`src/rtl/sha1md_pkg.sv`:
```
// Package: SHA-1 constants, command type and helper functions.
`timescale 1ns / 1ps
package sha1md_pkg;
	localparam int unsigned LengthBitsDefault = 64;
	localparam int unsigned QueueDepth = 4;

	localparam logic [31:0] K0 = 32'h5A827999;
	localparam logic [31:0] K1 = 32'h6ED9EBA1;
	localparam logic [31:0] K2 = 32'h8F1BBCDC;
	localparam logic [31:0] K3 = 32'hCA62C1D6;
	localparam logic [31:0] H0 = 32'h67452301;
	localparam logic [31:0] H1 = 32'hEFCDAB89;
	localparam logic [31:0] H2 = 32'h98BADCFE;
	localparam logic [31:0] H3 = 32'h10325476;
	localparam logic [31:0] H4 = 32'hC3D2E1F0;
	localparam logic [7:0]  PadByte = 8'h80;

	// one byte headed for the block buffer; fin marks the final byte of padding
	typedef struct packed {
		logic [7:0] data;
		logic       fin;
	} cmd_t;

	function automatic logic [31:0] rotl(input logic [31:0] v, input int unsigned n);
		rotl = (v << n) | (v >> (32 - n));
	endfunction
endpackage

```
`src/rtl/sha1md_back.sv`:
```
// Back end: packs bytes into the block buffer, runs 80 rounds, emits digest.
`timescale 1ns / 1ps
module sha1md_back (
	input  logic             clk,
	input  logic             arst_n,
	input  logic             cmd_valid,
	output logic             cmd_ready,
	input  sha1md_pkg::cmd_t cmd,
	output logic             out_valid,
	input  logic             out_ready,
	output logic [31:0]      digest_word,
	output logic [2:0]       word_number,
	output logic             last_word
);
	typedef enum logic [1:0] {FILL, ROUND, DONE, EMIT} state_t;

	state_t      state_q;
	logic [31:0] w_q [16];
	logic [31:0] h_q [5];
	logic [31:0] a_q, b_q, c_q, d_q, e_q;
	logic [5:0]  pos_q;
	logic [6:0]  rnd_q;
	logic        fin_q;
	logic [2:0]  wn_q;

	logic [31:0] wx, wt, f, k, tmp;
	logic [3:0]  wi;
	logic        take;

	assign cmd_ready = (state_q == FILL);
	assign take = cmd_valid && cmd_ready;
	assign wi = rnd_q[3:0];

	always_comb begin
		wx = sha1md_pkg::rotl(w_q[wi - 4'd3] ^ w_q[wi - 4'd8] ^ w_q[wi - 4'd14]
			^ w_q[wi], 1);
		wt = (rnd_q >= 7'd16) ? wx : w_q[wi];
		if (rnd_q < 7'd20) begin
			f = (b_q & c_q) | (~b_q & d_q); k = sha1md_pkg::K0;
		end else if (rnd_q < 7'd40) begin
			f = b_q ^ c_q ^ d_q; k = sha1md_pkg::K1;
		end else if (rnd_q < 7'd60) begin
			f = (b_q & c_q) | (b_q & d_q) | (c_q & d_q); k = sha1md_pkg::K2;
		end else begin
			f = b_q ^ c_q ^ d_q; k = sha1md_pkg::K3;
		end
		tmp = sha1md_pkg::rotl(a_q, 5) + f + e_q + wt + k;
	end

	assign out_valid   = (state_q == EMIT);
	assign digest_word = h_q[wn_q];
	assign word_number = wn_q;
	assign last_word   = (wn_q == 3'd4);

	// schedule buffer, no reset
	always_ff @(posedge clk) begin
		if (take) begin
			if (pos_q[1:0] == 2'd0) w_q[pos_q[5:2]] <= {cmd.data, 24'h0};
			else w_q[pos_q[5:2]][8*(3-pos_q[1:0]) +: 8] <= cmd.data;
		end else if (state_q == ROUND && rnd_q >= 7'd16) w_q[wi] <= wx;
	end

	always_ff @(posedge clk or negedge arst_n) begin
		if (!arst_n) begin
			state_q <= FILL;
			pos_q <= '0; rnd_q <= '0; fin_q <= 1'b0; wn_q <= '0;
			h_q[0] <= sha1md_pkg::H0; h_q[1] <= sha1md_pkg::H1;
			h_q[2] <= sha1md_pkg::H2; h_q[3] <= sha1md_pkg::H3;
			h_q[4] <= sha1md_pkg::H4;
			a_q <= '0; b_q <= '0; c_q <= '0; d_q <= '0; e_q <= '0;
		end else begin
			case (state_q)
				FILL: if (take) begin
					pos_q <= pos_q + 6'd1;
					if (pos_q == 6'd63) begin
						fin_q <= cmd.fin;
						rnd_q <= '0;
						a_q <= h_q[0]; b_q <= h_q[1]; c_q <= h_q[2];
						d_q <= h_q[3]; e_q <= h_q[4];
						state_q <= ROUND;
					end
				end
				ROUND: begin
					e_q <= d_q; d_q <= c_q; c_q <= sha1md_pkg::rotl(b_q, 30);
					b_q <= a_q; a_q <= tmp;
					rnd_q <= rnd_q + 7'd1;
					if (rnd_q == 7'd79) state_q <= DONE;
				end
				DONE: begin
					h_q[0] <= h_q[0] + a_q; h_q[1] <= h_q[1] + b_q;
					h_q[2] <= h_q[2] + c_q; h_q[3] <= h_q[3] + d_q;
					h_q[4] <= h_q[4] + e_q;
					wn_q <= '0;
					state_q <= fin_q ? EMIT : FILL;
				end
				EMIT: if (out_ready) begin
					wn_q <= wn_q + 3'd1;
					if (wn_q == 3'd4) begin
						h_q[0] <= sha1md_pkg::H0; h_q[1] <= sha1md_pkg::H1;
						h_q[2] <= sha1md_pkg::H2; h_q[3] <= sha1md_pkg::H3;
						h_q[4] <= sha1md_pkg::H4;
						state_q <= FILL;
					end
				end
				default: state_q <= FILL;
			endcase
		end
	end

	assert property (@(posedge clk) disable iff (!arst_n)
		(state_q == ROUND) |-> (pos_q == 6'd0)) else $error("fill during rounds");
	assert property (@(posedge clk) disable iff (!arst_n)
		(take && cmd.fin) |-> (pos_q == 6'd63)) else $error("final byte misplaced");
	assert property (@(posedge clk) disable iff (!arst_n)
		out_valid |-> (wn_q <= 3'd4)) else $error("digest index out of range");
endmodule

```
`config.mk`:
```
export PLATFORM = sky130hd
export DESIGN_NAME = sha1md_back
export DESIGN_NICKNAME = d
export VERILOG_FILES = /design/src/rtl/sha1md_pkg.sv /design/src/rtl/sha1md_back.sv
export SDC_FILE = /design/constraint.sdc
export NUM_CORES = 2
export LEC_CHECK = 0
export ABC_CLOCK_PERIOD_IN_PS = 8200
export BUFFER_PORTS_ARGS = -buffer_cell sky130_fd_sc_hd__buf_2
export CAP_MARGIN = 20
export CELL_PAD_IN_SITES_DETAIL_PLACEMENT = 1
export CELL_PAD_IN_SITES_GLOBAL_PLACEMENT = 2
export CORE_UTILIZATION = 33
export CTS_CLUSTER_DIAMETER = 100
export CTS_CLUSTER_SIZE = 24
export DETAILED_ROUTE_END_ITERATION = 10
export PLACE_DENSITY = 0.67
export REMOVE_ABC_BUFFERS = 1
export SLEW_MARGIN = 20
export SYNTH_ARGS = -nofsm -noshare
export SYNTH_HDL_FRONTEND = slang
export SYNTH_SLANG_ARGS = --single-unit
export TNS_END_PERCENT = 10
```
`constraint.sdc`:
```
create_clock -name clk -period 8.2 [get_ports clk]
set_clock_uncertainty 0.05 [all_clocks]
set_input_delay 1.23 -clock clk [delete_from_list [all_inputs] [get_ports clk]]
set_output_delay 1.23 -clock clk [all_outputs]
set_load 0.1 [all_outputs]
```
After elaboration in Yosys (flattened, before gate mapping)

Memories as Yosys holds them, arrays and structs flattened.
Cells that the tools add are included.

Register bits after elaboration: 339
Memories: 1
Memory bits (writable): 512
Bits of input ports: 13

Memories:

| memory | depth | bits a word | read ports | clocked after memory_dff | write ports | RTL line          | RTL |
|---|---|---|---|---|---|---|---|
| w_q    | 16    | 32          | 4          | 0                        | 1           | sha1md_back.sv:18 | `logic [31:0] w_q [16];` |

Reduce and logical (&&, ||, !) cells: 13
Add/sub/neg operators: 17
Shift operators: 2
Bitwise logic cells: 49
Muxes and demuxes: 84
$lt $le $gt $ge: 5
Equality and inequality tests: 11

Operators by type and width:

| cell                                                                          | number |
|---|---|
| 32-bit 2-to-1 mux                                                             | 21 |
| 160-bit 2-to-1 mux                                                            | 2 |
| 160-bit case mux with 2 select lines                                          | 1 |
| 32-bit case mux with 2 select lines                                           | 5 |
| 32-bit adder                                                                  | 9 |
| 32-bit bitwise XOR                                                            | 5 |
| 32-bit bitwise AND                                                            | 4 |
| 32-bit binary-select mux with 3-bit select                                    | 1 |
| 32-bit bitwise OR                                                             | 3 |
| 1-bit 2-to-1 mux                                                              | 40 |
| 32-bit negation with 34-bit output                                            | 1 |
| 8-bit by 34-bit variable shift with 32-bit output (first input constant)      | 1 |
| 8-bit by 34-bit variable part select with 32-bit output                       | 1 |
| 32-bit inverter                                                               | 1 |
| 1-bit bitwise OR                                                              | 32 |
| 32-bit by 1-bit bitwise OR with 32-bit output                                 | 1 |
| 32-bit by 30-bit bitwise OR with 32-bit output                                | 1 |
| 32-bit by 5-bit bitwise OR with 32-bit output                                 | 1 |
| 32-bit OR reduction                                                           | 1 |
| 31-bit 2-to-1 mux                                                             | 1 |
| 7-bit by 6-bit less-than comparator with 1-bit output (second input constant) | 2 |
| 7-bit 2-to-1 mux                                                              | 2 |
| 7-bit case mux with 2 select lines                                            | 1 |
| 2-bit 2-to-1 mux                                                              | 6 |
| other kinds (26)                                                              | 38 |

Logic depth before layout (Yosys ltp)

Word-level depth: 11
Gate-level depth with buffers: 30
Mapped depth without buffers: 28

Worst setup path before layout

No wires, ideal clock.

Path type: register to register
From: register rnd_q[1]
To: register a_q[21]
Data arrival time: 6749 ps
Path buffers: 3
Stages on the path, launching flop included: 28
Setup slack: 1315 ps
Cells stage by stage: dfrtp_1 > ha_1 > buf_2 > clkbuf_1 > clkbuf_1 > mux4_2 > mux4_2 > xnor2_1 > xnor2_1 > mux2i_1 > fa_1 > inv_1 > fa_1 > fa_1 > inv_1 > ha_1 > inv_1 > fa_1 > nor2b_1 > o31ai_2 > a211oi_1 > or2_1 > a221o_1 > a21o_1 > a21oi_1 > a21oi_1 > and3_1 > nor3_1

Longest elaborated chain between the ends: 10
Elaborated cells on any way between the ends: 24

RTL lines:

| element                                                              | RTL line          | RTL |
|---|---|---|
| start: declaration                                                   | sha1md_back.sv:22 | `logic [6:0] rnd_q;` |
| start signal: assignment                                             | sha1md_back.sv:86 | `rnd_q <= rnd_q + 7'd1;` |
| parallel branches: the longest is 8 deep, another holds 32-bit adder | n/a               |  |
| 32-bit adder (*)                                                     | sha1md_back.sv:47 | `tmp = sha1md_pkg::rotl(a_q, 5) + f + e_q + wt + k;` |
| 32-bit case mux with 2 select lines (*)                              | sha1md_back.sv:72 | `case (state_q)` |
| end signal: assignment                                               | sha1md_back.sv:78 | `a_q <= h_q[0]; b_q <= h_q[1]; c_q <= h_q[2];` |
| end signal: assignment                                               | sha1md_back.sv:85 | `b_q <= a_q; a_q <= tmp;` |
| end: declaration                                                     | sha1md_back.sv:20 | `logic [31:0] a_q, b_q, c_q, d_q, e_q;` |

Mark *: on every way between the ends.
A chain may end at the register's enable or synchronous reset.

Worst setup path after layout

From: register rnd_q[0]
To: register a_q[26]

The elaborated chain is that of the path after synthesis.

==> impl_metrics.tcl <==
set metrics [dict create \
    run_status "finished, final reports clean" \
    drv_slew 0 \
    globalRoute.totalOverflow 0 \
    h-tree-depth 2 \
    number_of_antenna_violating_nets_in_the_routed_design 0 \
    cts_num_sinks 851 \
    wire_length_of_the_first_global_routing_pass_um 288000 \
    avgRoutedWirePerCell_um 27.5 \
    synth.ff_latch_count 851 \
    tritoncts "done" \
    post_cts_resize_count 0 \
    setup.worst_path.start_class "flip-flop" \
    setup_total_negative_slack_ns 0 \
    route.detailed.drc 0 \
    grt_pass1_vias 41700 \
    grt_max_degree 146 \
    n_fill_cell 18200 \
    cts_made_buffers 51 \
    path_max_fanout 125 \
    clock.fmax_mhz 131 \
    worstSetupStartpoint "rnd_q[0]" \
    syn-cell-area_um2 56800 \
    worst_ep_arrival_time_ns 8.12 \
    route.final.wire_length_um 192000 \
    placeableCoreArea_um2 170000 \
    core.rowCount 151 \
    min_period_over_period_pct 92.9 \
    slew_headroom_pct 25.1 \
    starting_drc_count_in_detailed_routing 2657 \
    root_buffer "sky130_fd_sc_hd__clkbuf_16" \
    classification_of_the_worst_setup_path "flip-flop to flip-flop" \
    floorplan.die_area_um2 174000 \
    netlist-cell-type-count 90 \
    die_height_um 417 \
    detailed_routing_iteration_count_for_the_pre_antenna_repair_pass 5 \
    path_clk_slew_ns 0.10 \
    cp_data_required_time_ns 8.71 \
    synth_warnings 0 \
    routed_via_density 5.77 \
    die_w_um 417 \
    areaGrowthSynthToFinish_pct 8.61 \
    cts_setup_buffers 0 \
    synth.yosys.seq_area_share_pct 42.2 \
    rsz0062_at_grt "no" \
    holdCritPathClass "flip-flop to flip-flop" \
    timing_worst_slew_pin_value_ns 1.12 \
    grt_antenna_before_repair 1 \
    vias 40300 \
    rr_startpoint "rnd_q[0]" \
    yosysMostFrequentCell "sky130_fd_sc_hd__edfxtp_1" \
    nets 4991 \
    ys_dominant_reg_cell "sky130_fd_sc_hd__edfxtp_1" \
    final.hold.worst_slack_ns 0.474 \
    postSynthAreaPerCell_um2 12.1 \
    port_bufs 50 \
    initial_core_util_pct 33.4 \
    ys_top_cells_by_area "sky130_fd_sc_hd__edfxtp_1, sky130_fd_sc_hd__mux4_2, sky130_fd_sc_hd__dfrtp_1" \
    postPlaceCellArea_um2 59900 \
    hpwl_um 133000 \
    final-hold-violation-count 0 \
    hold_start "fin_q" \
    post_cts_hold_fix_bufs 0 \
    setup_violations 0 \
    clock_insertion_delay_worst_skew_ns 0.70 \
    netlist.area_leader.share_pct 27.1 \
    synth-async-reset-ratio_pct 39.8 \
    maxCapViolCount 0 \
    setup.worst_path.end_class "flip-flop" \
    synth.top_cells.by_count "sky130_fd_sc_hd__edfxtp_1, sky130_fd_sc_hd__nand2_1, sky130_fd_sc_hd__mux4_2" \
    io_pins 51 \
    final_layout_size_suffix_gt1_share_pct 19.2 \
    gp_congestion 0.819 \
    max-clock-path-buffers 3 \
    grt_usage_pct 22.1 \
    postLayoutCellArea_um2 61700 \
    period_minus_slack_ns 7.62 \
    syn-instance-count 4710 \
    synth.largest_area_cell "sky130_fd_sc_hd__edfxtp_1" \
    synth_enable_flop_cells 512 \
]
-- state kept, by name (all words and copies together), names as in the netlist --
signal,flops
e_q,32
w_q,512
fin_q,1
h_q,160
pos_q,6
c_q,32
state_q,2
a_q,32
rnd_q,7
b_q,32
d_q,32
word_number,3
-- layout make-up --
class / count / area, um2 / share of cell area (%)
Antenna cell: 1 / 2.50 / 0.00406
Clock buffer: 68 / 1390 / 2.26
Sequential cell: 851 / 24000 / 38.9
Timing Repair Buffer: 162 / 1230 / 1.99
Inverter: 247 / 927 / 1.50
Tap cell: 2295 / 2870 / 4.65
Clock inverter: 28 / 323 / 0.523
Multi-Input combinational cell: 3337 / 31000 / 50.2
-- path summary, 6_finish.rpt --
path,endpoint,slack (ns),cells past startpoint
worst max-delay path,a_q[26],0.58,24
worst max register to register,a_q[26],0.58,24
min in group asynchronous,c_q[4],0.50,1
worst min register to register,fin_q,0.47,1
worst min-delay path,fin_q,0.47,1
max in group asynchronous,rnd_q[0],6.10,2
-- metal layers --
| metal | share of wire, % | vias to the layer above | track usage (%) |
|---|---|---|---|
| met5 | 0.0068 | - | 0 |
| met2 | 48 | 1167 | 36.7 |
| li1 | - | 17600 | - |
| met3 | 4.9 | 194 | 2.44 |
| met1 | 44 | 21400 | 30.9 |
| met4 | 2.3 | 2 | 5.25 |
-- placed cells by master (no fill, tap or decap), types with 12 or more instances in the layout --
| cell | n |
|---|---|
| sky130_fd_sc_hd__edfxtp_1 | 512 |
| sky130_fd_sc_hd__nand2_1 | 488 |
| sky130_fd_sc_hd__mux4_2 | 480 |
| sky130_fd_sc_hd__nor2_1 | 365 |
| sky130_fd_sc_hd__dfrtp_1 | 252 |
| sky130_fd_sc_hd__inv_1 | 244 |
| sky130_fd_sc_hd__a21oi_1 | 243 |
| sky130_fd_sc_hd__ha_1 | 201 |
| sky130_fd_sc_hd__xnor2_1 | 184 |
| sky130_fd_sc_hd__o21ai_0 | 168 |
| sky130_fd_sc_hd__a31oi_1 | 165 |
| sky130_fd_sc_hd__fa_1 | 125 |
| sky130_fd_sc_hd__mux2i_1 | 112 |
| sky130_fd_sc_hd__buf_4 | 100 |
| sky130_fd_sc_hd__a21o_1 | 91 |
| sky130_fd_sc_hd__xor2_1 | 82 |
| sky130_fd_sc_hd__dfstp_2 | 80 |
| sky130_fd_sc_hd__nand3_1 | 55 |
| sky130_fd_sc_hd__clkbuf_16 | 53 |
| sky130_fd_sc_hd__buf_2 | 49 |
| sky130_fd_sc_hd__a22o_1 | 46 |
| sky130_fd_sc_hd__o21ai_1 | 45 |
| sky130_fd_sc_hd__nor3_1 | 39 |
| sky130_fd_sc_hd__nand2b_1 | 38 |
| sky130_fd_sc_hd__o21a_1 | 28 |
| sky130_fd_sc_hd__o21bai_1 | 26 |
| sky130_fd_sc_hd__and3_1 | 25 |
| sky130_fd_sc_hd__o22a_1 | 18 |
| sky130_fd_sc_hd__nor2b_1 | 18 |
| sky130_fd_sc_hd__or2_2 | 15 |
| sky130_fd_sc_hd__a211oi_1 | 15 |
| sky130_fd_sc_hd__nand4_1 | 15 |
| sky130_fd_sc_hd__mux2_2 | 14 |
| sky130_fd_sc_hd__clkbuf_1 | 14 |
| sky130_fd_sc_hd__a211o_1 | 13 |
| sky130_fd_sc_hd__o221ai_1 | 13 |
| sky130_fd_sc_hd__or3_1 | 13 |
| sky130_fd_sc_hd__o22ai_1 | 13 |
| sky130_fd_sc_hd__and2_1 | 12 |
| sky130_fd_sc_hd__nor2_2 | 12 |
-- cells by family (layout without fill, tap and decap cells) --
family / Yosys count / after routing / synth area share [%]
simple gates: 1142 / 1142 / 8.65
compound gates: 991 / 991 / 11.2
flops: 851 / 851 / 42.2
mux: 606 / 606 / 21.3
buf+inv: 522 / 505 / 3.63
fa+ha+maj: 328 / 328 / 8.88
xor+xnor: 270 / 270 / 4.19
other cells: 0 / 1 / 0
-- critical path, cell delays in order, from the launching register on --
cell and delay (ns):
sky130_fd_sc_hd__dfrtp_4 0.51, sky130_fd_sc_hd__buf_12 0.55, sky130_fd_sc_hd__a21oi_1 0.24, sky130_fd_sc_hd__xnor2_2 0.22
sky130_fd_sc_hd__buf_4 0.37, sky130_fd_sc_hd__mux4_2 0.37, sky130_fd_sc_hd__xnor2_1 0.21, sky130_fd_sc_hd__xnor2_1 0.14
sky130_fd_sc_hd__o21ai_1 0.42, sky130_fd_sc_hd__fa_1 0.55, sky130_fd_sc_hd__fa_1 0.55, sky130_fd_sc_hd__inv_1 0.05
sky130_fd_sc_hd__fa_1 0.56, sky130_fd_sc_hd__inv_1 0.06, sky130_fd_sc_hd__ha_1 0.29, sky130_fd_sc_hd__a21o_1 0.16
sky130_fd_sc_hd__a21oi_1 0.28, sky130_fd_sc_hd__o21a_1 0.18, sky130_fd_sc_hd__o211ai_1 0.11, sky130_fd_sc_hd__a31oi_1 0.37
sky130_fd_sc_hd__o21ai_1 0.17, sky130_fd_sc_hd__a211oi_1 0.51, sky130_fd_sc_hd__o21ai_1 0.25, sky130_fd_sc_hd__xnor2_1 0.21
sky130_fd_sc_hd__a21oi_1 0.08
-- per-stage QoR --
| step | cells | util [%] | setup slack (ns) |
|---|---|---|---|
| 3_5_place_dp | 6890 | 35.2 | 0.477 |
| 3_3_place_gp | 6890 | 35.2 | 0.626 |
| 4_1_cts | 6986 | 36.2 | 0.481 |
| 6_report | 6989 | 36.2 | 0.585 |
| 2_1_floorplan | 4435 | - | -13.10 |
| 5_1_grt | 6988 | 36.2 | 0.0820 |
Power is left out: the tool's default activity adds up to more than one toggle a clock period on the data nets, which glitch-free logic cannot reach.
