**src/rtl/sha1md_pkg.sv**
```systemverilog
// Package: SHA-1 constants, command type and helper functions.
`timescale 1ns / 1ps
package sha1md_pkg;
	localparam int unsigned LengthBitsDefault = 64;
	localparam int unsigned QueueDepth = 4;

	localparam logic [31:0] K0 = 32'h5A827999;
	localparam logic [31:0] K1 = 32'h6ED9EBA1;
	localparam logic [31:0] K2 = 32'h8F1BBCDC;
	localparam logic [31:0] K3 = 32'hCA62C1D6;
	localparam logic [31:0] H0 = 32'h67452301;
	localparam logic [31:0] H1 = 32'hEFCDAB89;
	localparam logic [31:0] H2 = 32'h98BADCFE;
	localparam logic [31:0] H3 = 32'h10325476;
	localparam logic [31:0] H4 = 32'hC3D2E1F0;
	localparam logic [7:0]  PadByte = 8'h80;

	// one byte headed for the block buffer; fin marks the final byte of padding
	typedef struct packed {
		logic [7:0] data;
		logic       fin;
	} cmd_t;

	function automatic logic [31:0] rotl(input logic [31:0] v, input int unsigned n);
		rotl = (v << n) | (v >> (32 - n));
	endfunction
endpackage

```
**src/rtl/sha1md_queue.sv**
```systemverilog
// Small FIFO between front and back.
`timescale 1ns / 1ps
module sha1md_queue #(
	parameter int unsigned DEPTH = sha1md_pkg::QueueDepth
) (
	input  logic             clk,
	input  logic             arst_n,
	input  logic             wr_valid,
	output logic             wr_ready,
	input  sha1md_pkg::cmd_t wr_data,
	output logic             rd_valid,
	input  logic             rd_ready,
	output sha1md_pkg::cmd_t rd_data
);
	localparam int unsigned AW = (DEPTH > 1) ? $clog2(DEPTH) : 1;
	sha1md_pkg::cmd_t mem_q [DEPTH];
	logic [AW-1:0] wp_q, rp_q;
	logic [AW:0]   cnt_q;
	logic wr, rd;

	assign wr_ready = (cnt_q != (AW+1)'(DEPTH));
	assign rd_valid = (cnt_q != '0);
	assign rd_data  = mem_q[rp_q];
	assign wr = wr_valid && wr_ready;
	assign rd = rd_valid && rd_ready;

	always_ff @(posedge clk) if (wr) mem_q[wp_q] <= wr_data;

	always_ff @(posedge clk or negedge arst_n) begin
		if (!arst_n) begin
			wp_q <= '0; rp_q <= '0; cnt_q <= '0;
		end else begin
			if (wr) wp_q <= (wp_q == AW'(DEPTH-1)) ? '0 : wp_q + AW'(1);
			if (rd) rp_q <= (rp_q == AW'(DEPTH-1)) ? '0 : rp_q + AW'(1);
			cnt_q <= cnt_q + (AW+1)'(wr) - (AW+1)'(rd);
		end
	end

	assert property (@(posedge clk) disable iff (!arst_n)
		cnt_q <= (AW+1)'(DEPTH)) else $error("queue overflow");
endmodule

```
**config.mk**
```make
export PLATFORM = sky130hd
export DESIGN_NAME = sha1md_queue
export DESIGN_NICKNAME = d
export VERILOG_FILES = /design/src/rtl/sha1md_pkg.sv /design/src/rtl/sha1md_queue.sv
export SDC_FILE = /design/constraint.sdc
export NUM_CORES = 1
export LEC_CHECK = 0
export BUFFER_PORTS_ARGS = -buffer_cell sky130_fd_sc_hd__buf_4
export CORE_MARGIN = 3
export CORE_UTILIZATION = 50
export CTS_CLUSTER_DIAMETER = 40
export DETAILED_ROUTE_END_ITERATION = 16
export PLACE_DENSITY = 0.76
export SLEW_MARGIN = 20
export SYNTH_ARGS = -nofsm -noshare
export SYNTH_HDL_FRONTEND = slang
export SYNTH_SLANG_ARGS = --single-unit
```
**constraint.sdc**
```tcl
create_clock -name clk -period 2 [get_ports clk]
set_input_delay 0.4 -clock clk [delete_from_list [all_inputs] [get_ports clk]]
set_output_delay 0.4 -clock clk [all_outputs]
set_load 0.005 [all_outputs]
```
# After elaboration in Yosys (flattened, before gate mapping)
# Memories as Yosys holds them, arrays and structs flattened.
# Cells that the tools add are included.
[op_classes] eq_ne=3 add_sub_neg=4 n_mux=4 reduce_logical=3
[ops] op="$add 2x1->2 const B" count=2
[ops] op="$eq 2x2->1 const B" count=2
[ops] op="$mux 2" count=2
[ops] op="$add 3x1->3" count=1
[ops] op="$ne 3x3->1 const B" count=1
[ops] op="$reduce_bool 3->1" count=1
[ops] op="$sub 3x1->3" count=1
[ops] op="$logic_and 1x1->1" count=2
[ops] op="$mux 1" count=2
[totals] elab_cells=18 regBits=7 out_inout_bits=11 mem_bits_rw=36 mem_count=1
[memory_table] name="mem_q" depth=4 width=9 read_ports=1 rd_ports_with_merged_regs=0 wr=1 line_no="sha1md_queue.sv:16" source="sha1md_pkg::cmd_t mem_q [DEPTH];"

# Depth between registers and ports, before layout
# Gate-level depths: netlist (run 1).
[depth] depth_word=4 ltp_mapped=10

# Least setup slack after synthesis (run 1)
# No wires, ideal clock.
[synth_timing] path_kind="reg-to-reg" startpoint="reg cnt_q[1]" endpoint="reg cnt_q[2]" required_ps=1876 path_buffers=1 setup_time_ps=124 arrival_ps=2077 slack_ps=-201 stages_incl_launch_ff=11 path_cell_list="dfrtp_1 > or3b_1 > buf_6 > nand2_1 > ha_1 > inv_1 > ha_1 > inv_1 > fa_1 > xnor2_1 > xnor2_1"
[synth_via] elab_chain_len=4 word_cells_on_any_way=6 classes_between="add/sub (2); eq/ne (1); reduce/logical (3)"
[synth_lines] item="start: declaration" line_no="sha1md_queue.sv:18" source="logic [AW:0] cnt_q;"
[synth_lines] item="start signal: assignment" line_no="sha1md_queue.sv:35" source="cnt_q <= cnt_q + (AW+1)'(wr) - (AW+1)'(rd);"
[synth_lines] item="$ne 3x3->1" line_no="sha1md_queue.sv:21" source="assign wr_ready = (cnt_q != (AW+1)'(DEPTH));"
[synth_lines] item="net wr_ready" line_no="sha1md_queue.sv:9" source="output logic wr_ready,"
[synth_lines] item="$logic_and 1x1->1" line_no="sha1md_queue.sv:24" source="assign wr = wr_valid && wr_ready;"
[synth_lines] item="$add 3x1->3" line_no="sha1md_queue.sv:35"
[synth_lines] item="$sub 3x1->3" line_no="sha1md_queue.sv:35"
# The timed path passes the listed nets, and every way through them passes these cells.
# A chain may end at the register's enable or synchronous reset.

# Worst setup path in the final report (run 1)
[layout_timing] startpoint="reg cnt_q[1]" endpoint="reg cnt_q[2]"
[layout_via] elab_chain_len=4 word_cells_on_any_way=6 classes_between="add/sub (2); eq/ne (1); reduce/logical (3)"
[layout_lines] item="$ne 3x3->1" line_no="sha1md_queue.sv:21"
[layout_lines] item="$logic_and 1x1->1" line_no="sha1md_queue.sv:24"
[layout_lines] item="$add 3x1->3" line_no="sha1md_queue.sv:35"
[layout_lines] item="$sub 3x1->3 (*)" line_no="sha1md_queue.sv:35"
# Every way passes the cells marked *; elsewhere a longest branch is shown, timed or not.

==> results of run 1 <==
## final cells by class
type / count / area [µm²]
Timing Repair Buffer: 34 / 302.8
Fill cell: 236 / 985.9
Inverter: 6 / 25.02
Multi-Input combinational cell: 38 / 519.2
Sequential cell: 43 / 1261
Clock inverter: 2 / 12.51
Clock buffer: 6 / 41.29
Tap cell: 44 / 55.05
## final timing paths
path	startpoint	to	slack, ns	cells past startpoint
worst max register to register	cnt_q[1]	cnt_q[2]	-0.07	9
min in group asynchronous	arst_n	cnt_q[1]	0.39	2
max in group asynchronous	arst_n	cnt_q[2]	1.47	2
worst min register to register	cnt_q[2]	cnt_q[2]	0.64	2
worst min-delay path	wr_data[8]	mem_q[3][8]	0.24	1
worst max-delay path	cnt_q[1]	cnt_q[2]	-0.07	9
## where the power goes
part	internal, mW	switching [mW]	leakage, nW
sequential	1.22	0.172	0.409
combinational	0.825	0.524	0.404
clock	0.136	0.264	0.0282
total	2.18	0.960	0.841
## worst max-delay path, cell delays in order (launching register included)
cell and delay (ns):
dfrtp_2 0.46, or3b_4 0.43, nand2_4 0.08, ha_4 0.20, inv_4 0.05, ha_4 0.11
inv_2 0.03, fa_2 0.34, xnor2_2 0.14, xnor2_1 0.12
## kinds of logic (layout without fill, tap and decap cells)
group,Yosys count,after routing,share of synthesized area (%)
adder cells (fa/ha/maj),8,8,6.086
buffers and inverters,9,48,2.406
AO/OA/AOI/OAI,3,3,1.416
multiplexers,11,11,12.74
XOR/XNOR,2,2,0.9910
flip-flops,43,43,71.05
AND/OR/NAND/NOR,14,14,5.308
## through the flow
stage | instance area (µm²) | setup WS (ns) | util, % | hold slack [ns] | power, mW
3_3_place_gp | 2087 | -0.05251 | 65.16 | 0.2171 | 2.512
4_1_cts | 2193 | -0.04341 | 68.48 | 0.2325 | 3.098
3_5_place_dp | 2087 | -0.1132 | 65.16 | 0.2212 | 2.604
2_1_floorplan | 1812 | -0.1289 | - | 0.1044 | 2.056
6_report | 2217 | -0.06896 | 69.22 | 0.2441 | 3.137
5_1_grt | 2217 | -0.1355 | 69.22 | 0.2201 | 3.361
## placed cells by master, fill, tap and decap left out, drive strengths merged
| master | netlist | final |
|---|---|---|
| a211o | 2 | 2 |
| and2 | 1 | 1 |
| and3 | 4 | 4 |
| buf | 2 | 33 |
| clkbuf | 1 | 6 |
| clkinv | 0 | 1 |
| clkinvlp | 0 | 1 |
| dfrtp | 7 | 7 |
| dlygate4sd3 | 0 | 1 |
| edfxtp | 36 | 36 |
| fa | 1 | 1 |
| ha | 7 | 7 |
| inv | 6 | 6 |
| mux2 | 2 | 2 |
| mux4 | 9 | 9 |
| nand2 | 1 | 1 |
| nor2 | 1 | 1 |
| nor2b | 2 | 2 |
| nor3b | 1 | 1 |
| nor4bb | 2 | 2 |
| o31ai | 1 | 1 |
| or3 | 1 | 1 |
| or3b | 1 | 1 |
| xnor2 | 2 | 2 |
## layer usage
metal	global-route usage, %	vias up	routed length, µm
li1	-	426	-
met1	20.62	459	1227
met5	0	-	0
met4	7.772	0	57
met2	30.59	23	1643
met3	5.299	6	149
## registers in the layout, indices dropped and copies added, names as in the netlist
register and count:
mem_q 36, cnt_q 3, wp_q 2, rp_q 2
## what timing repair did
item,CTS,global route
setup endpoints to repair,11,12
pin swaps,2,2
buffers inserted,1,0
hold endpoints to repair,7,0
gates resized for setup,10,9
hold buffers,1,0
==> metrics, run 1 <==
Die Span Y=65.47 µm; Static Leak=approximately 0.84 nW; Starting Density=55.20%; GP Congestion=0.7034; Max Clock Freq=roughly 480 MHz; maximum VDD drop=~0.85 mV; Clock transition at path regs=approximately 0.12 ns; per-cell routed wire length=around 18 µm; relative slew slack=66.41%; clk sinks=between 40 and 50; Final Hold Viols=0; YS warnings=0; clock latency at the later pin of the worst-skew pair=approximately 0.35 ns; TritonCTS clock tree=done; Global Route Usage Sum=17.81%; Fin Setup TNS=-0.07802 ns; DRT antenna net count=0; final WL=~3100 µm; grt total ovfl=0; P&R area growth vs syn=25.41%; Slew @ Worst Pin=between 0.5 and 0.6 ns; synthesized area=between 1500 and 2000 µm²; Final setup viols=3; crit path kind=flop to flop; number of remaining DRC errors=0; IO Pins=24; status=finished, violations left; Final Cycle Share=103.4%; die area=roughly 4300 µm²; Synth top area share=around three fifths; Final HPWL DP=approximately 2100 µm; core area=between 3000 and 4000 µm²; Max Cap Viol=0; Async S/R FF share, synth=~16%; Post-Synthesis Cells=90; CP Data Arrival Time=approximately 2.3 ns; RSZ-0062 raised after global routing=true; CP Launch Type=flop; port bufs=23; Seq cells post-synth=43; synth cell count leaders=36 x edfxtp_1, 9 x mux4_2, 7 x dfrtp_1, 7 x ha_1, 6 x inv_1; ys flop type=edfxtp_1; largest cells by area after synthesis=edfxtp_1 61%, mux4_2 11%, dfrtp_1 9.9%, ha_1 5.0%, and3_1 1.4%; row cnt=20; final non-filler cell total=173; nets=approximately 150; Pins Over Slew Limit=0; ANT cells=0; vias in the first global route=around 1.1k; vias=~910; setup ws final=-0.06896 ns; Synth Area per Inst=19.64 µm²; largest net degree at the start of global routing=14; critical path required time=around 2.2 ns; violated checks=negative setup slack; post-synthesis cell type count=22; crit end category=flop; layout cells sized above 1=between 50% and 60%; total CTS buffers=5; clock skew=approximately 0.0057 ns; CTS H-Tree Depth=2; Seq/Total Area, Yosys=71.05%; DR iter-0 viols=54; Synth area leader=edfxtp_1; critical path peak fanout=4; most common cell in the netlist=edfxtp_1; syn nets=between 100 and 150; CTS root buffer=clkbuf_4; Placed Cells=approximately 160; Clock Tree Buf Depth=2; first drt pass iteration count=4; Die X=approximately 65 µm; PD cells=around 1400 nW/µm²; Post-synth EDFFs=36; Hold WC Path Type=input pin to flop; min Tclk post-route=between 2 and 2.5 ns; first-pass GRT wire length=5299 µm; initial antenna violation count=0; vias per cell=approximately 5.3
Power figures use the tool's default switching activity.
==> run 2, diff against run 1 <==
--- a/config.mk
+++ b/config.mk
@@ -5,11 +5,13 @@
 export SDC_FILE = /design/constraint.sdc
 export NUM_CORES = 1
 export LEC_CHECK = 0
+export ABC_AREA = 1
 export BUFFER_PORTS_ARGS = -buffer_cell sky130_fd_sc_hd__buf_4
 export CORE_MARGIN = 3
-export CORE_UTILIZATION = 50
+export CORE_UTILIZATION = 51
 export CTS_CLUSTER_DIAMETER = 40
 export DETAILED_ROUTE_END_ITERATION = 16
+export HOLD_SLACK_MARGIN = 0.03
 export PLACE_DENSITY = 0.76
 export SLEW_MARGIN = 20
 export SYNTH_ARGS = -nofsm -noshare
==> constraint.sdc (replaced) <==
create_clock -name clk -period 1.9 [get_ports clk]
set_input_delay 0.38 -clock clk [delete_from_list [all_inputs] [get_ports clk]]
set_output_delay 0.38 -clock clk [all_outputs]
set_load 0.005 [all_outputs]
==> run 2 against run 1 <==
The run now ends clean. Flip-flop and latch count unchanged. Final cell count up 43%. Register-to-register slack gained 0.09 ns. Wire length is 11% higher. Worst setup slack better by 0.090 ns. Clock skew fell by 0.0034 ns. Sequential share of layout area down 5.2 points. Hold slack improved by 0.049 ns. Critical path type unchanged. Highest routed layer unchanged.
==> metrics, run 2 <==
Async S/R FF share, synth=16.28% (unchanged); first-pass GRT wire length=5313 µm (+0.26%); Hold Path Origin=wr_data[3]; DRT antenna net count=0 (unchanged); IO Pins=24 (unchanged); ys flop type=edfxtp_1; Clock Tree Buf Depth=2 (unchanged); total CTS buffers=5 (unchanged); Tot Pwr=3.643 mW (+16%); initial antenna violation count=0 (unchanged); Post-synth EDFFs=36 (unchanged); Synth area leader=edfxtp_1; Die Span Y=68.99 µm (+5.4%); syn nets=181 (+63%); Hold WC Path Type=input pin to flop; CTS root buffer=clkbuf_8; number of remaining DRC errors=0 (unchanged); Die X=68.99 µm (+5.4%); largest cells by area after synthesis=edfxtp_1 53%, dfrtp_1 8.7%, o211ai_2 6.2%, inv_1 5.6%, nand2_1 5.0%; Biggest register=mem_q; clock latency at the later pin of the worst-skew pair=0.28 ns (-0.07 ns); reg2reg start=cnt_q[1]; Slew @ Worst Pin=0.2716 ns (-0.2322 ns); Starting Density=54.04% (-1.2 points); vias per cell=4.927 (-6.7%); core area=3744 µm² (+17%); Final Cycle Share=98.92% (-4.5 points); post-synthesis cell type count=22 (unchanged); Max Cap Viol=0 (unchanged); min Tclk post-route=1.879 ns (-0.1895 ns); YS warnings=0 (unchanged); GP Congestion=0.7146 (+1.6%); RSZ-0062 raised after global routing=true; Max Clock Freq=532.1 MHz (+10%); Clock transition at path regs=0.07 ns (-0.05 ns); row cnt=22 (+10%); layout cells sized above 1=39.70% (-11 points); Final HPWL DP=2320 µm (+8.1%); per-cell routed wire length=13.78 µm (-23%); Synth Area per Inst=12.64 µm² (-36%); CTS H-Tree Depth=2 (unchanged); vias in the first global route=1,178 (+11%); Hold EP=mem_q[2][3]; Fin Setup TNS=0 ns (+0.07802 ns); Worst path max stage delay=0.51 ns (+0.05 ns); Reg2Reg Depth=9 (unchanged); Final setup viols=0 (-3); maximum VDD drop=0.8065 mV (-5.1%); Global Route Usage Sum=16.08% (-1.7 points); die area=4759 µm² (+11%); CP Launch Type=flop; vias=1,217 (+33%); Hold Crit Depth=1 (unchanged); Pins Over Slew Limit=0 (unchanged); DR iter-0 viols=61 (+13%); critical path peak fanout=7 (+3); ANT cells=0 (unchanged); most common cell in the netlist=edfxtp_1; relative slew slack=81.87% (+15 points); port bufs=23 (unchanged); PD cells=1499 nW/µm² (+5.9%); first drt pass iteration count=4 (unchanged); most common cell after layout, fill and taps aside=edfxtp_1; grt total ovfl=0 (unchanged); biggest regs=mem_q: 36 flops, cnt_q: 3 flops; largest net degree at the start of global routing=40 (+26); nets=219 (+47%); Seq cells post-synth=43 (unchanged); status=finished clean; Final Hold Viols=0 (unchanged); commonest non-fill, non-tap cells in the layout=36 x edfxtp_1, 34 x buf_4, 27 x inv_1, 27 x nand2_1, 13 x nand2_2; critical path required time=2.08 ns (-0.16 ns); Synth top area share=53.43% (-7.7 points); max reg flops=36 (unchanged); final WL=3403 µm (+11%); crit path kind=flop to flop; clock skew=0.002294 ns (-0.003425 ns); synth cell count leaders=36 x edfxtp_1, 30 x inv_1, 27 x nand2_1; clk sinks=43 (unchanged); CP bufs+invs=3 (+1); Top cell by count, worst path=inv_1; Seq/Total Area, Yosys=62.09% (-9.0 points); CP max-delay cell=fa_2; delay-heaviest family, CP=adder cells; Post-Synthesis Cells=160 (+78%); CP cell instances=nor2_4 > nand2_4 > nand2_8 > ha_4 > inv_1 > ha_2 > inv_2 > fa_2 > inv_1; P&R area growth vs syn=20.16%; TritonCTS clock tree=done; Static Leak=1.054 nW (+25%); crit end category=flop; RR Endpoint=cnt_q[1]; synthesized area=2023 µm² (+14%); CP Data Arrival Time=2.06 ns (-0.25 ns); FF-to-FF setup slack=0.02 ns (+0.09 ns)
[run 2: logic make-up (layout without fill, tap and decap cells)]
kind of cell    after synthesis  after routing  share of synthesized area, %
buf+inv                      36             75                         8.843
fa+ha+maj                     8              8                         5.318
compound gates               18             18                         9.153
simple gates                 53             53                         13.73
flops                        43             43                         62.09
xor+xnor                      2              2                        0.8660
[run 2: through the flow]
| stage | instance area [µm²] | std cells | setup WS [ns] | util (%) | hold slack, ns |
|---|---|---|---|---|---|
| 2_1_floorplan | 2023 | 160 | 0.02135 | - | 0.08441 |
| 3_3_place_gp | 2258 | 233 | 0.07828 | 60.33 | 0.1953 |
| 3_5_place_dp | 2258 | 233 | -0.02234 | 60.33 | 0.2025 |
| 4_1_cts | 2406 | 246 | 0.003490 | 64.27 | 0.2838 |
| 5_1_grt | 2431 | 247 | -0.05482 | 64.94 | 0.2791 |
| 6_report | 2431 | 247 | 0.02055 | 64.94 | 0.2928 |
[run 2: cell type report]
class	count	area, µm²
inverters	31	116.4
fillers	300	1313
repair buffers	36	285.3
multi-input cells	81	605.6
clock inverters	3	38.79
clock buffers	5	68.82
flip-flops and latches	43	1256
well taps	48	60.06
[run 2: repair_timing]
action,4_1_cts,5_1_grt
hold buffers,1,0
gates resized for setup,0,6
gates cloned,0,0
setup buffers,4,1
pin swaps,3,4
endpoints found under the hold margin,7,0
setup endpoints to repair,2,2
[run 2: how the worst max path moves through the flow]
stage	slack, ns	from	depth (start not counted)	end
2_1_floorplan	0.02	cnt_q[1]	10	cnt_q[1]
3_3_place_gp	0.08	cnt_q[1]	10	cnt_q[1]
3_5_place_dp	-0.02	cnt_q[1]	10	cnt_q[1]
4_1_cts	0.003	cnt_q[0]	10	cnt_q[1]
5_1_grt	-0.05	cnt_q[1]	9	cnt_q[1]
6_report	0.02	cnt_q[1]	9	cnt_q[1]
[run 2: per-layer routing]
metal / track usage [%] / up-vias / wire length [µm] / part of all wire, %
met5: 0 / - / 0 / 0
met4: 6.569 / 0 / 35 / 1.0
met3: 3.890 / 4 / 138 / 4.1
met2: 28.33 / 24 / 1830 / 54
met1: 18.68 / 585 / 1399 / 41
li1: - / 604 / - / -
[run 2: power by group]
part | leakage (nW) | switching, mW | total [mW] | internal [mW]
Combinational | 0.584 | 0.833 | 1.57 | 0.739
Sequential | 0.414 | 0.142 | 1.41 | 1.27
Clock | 0.0556 | 0.278 | 0.662 | 0.384
Total | 1.05 | 1.25 | 3.64 | 2.39
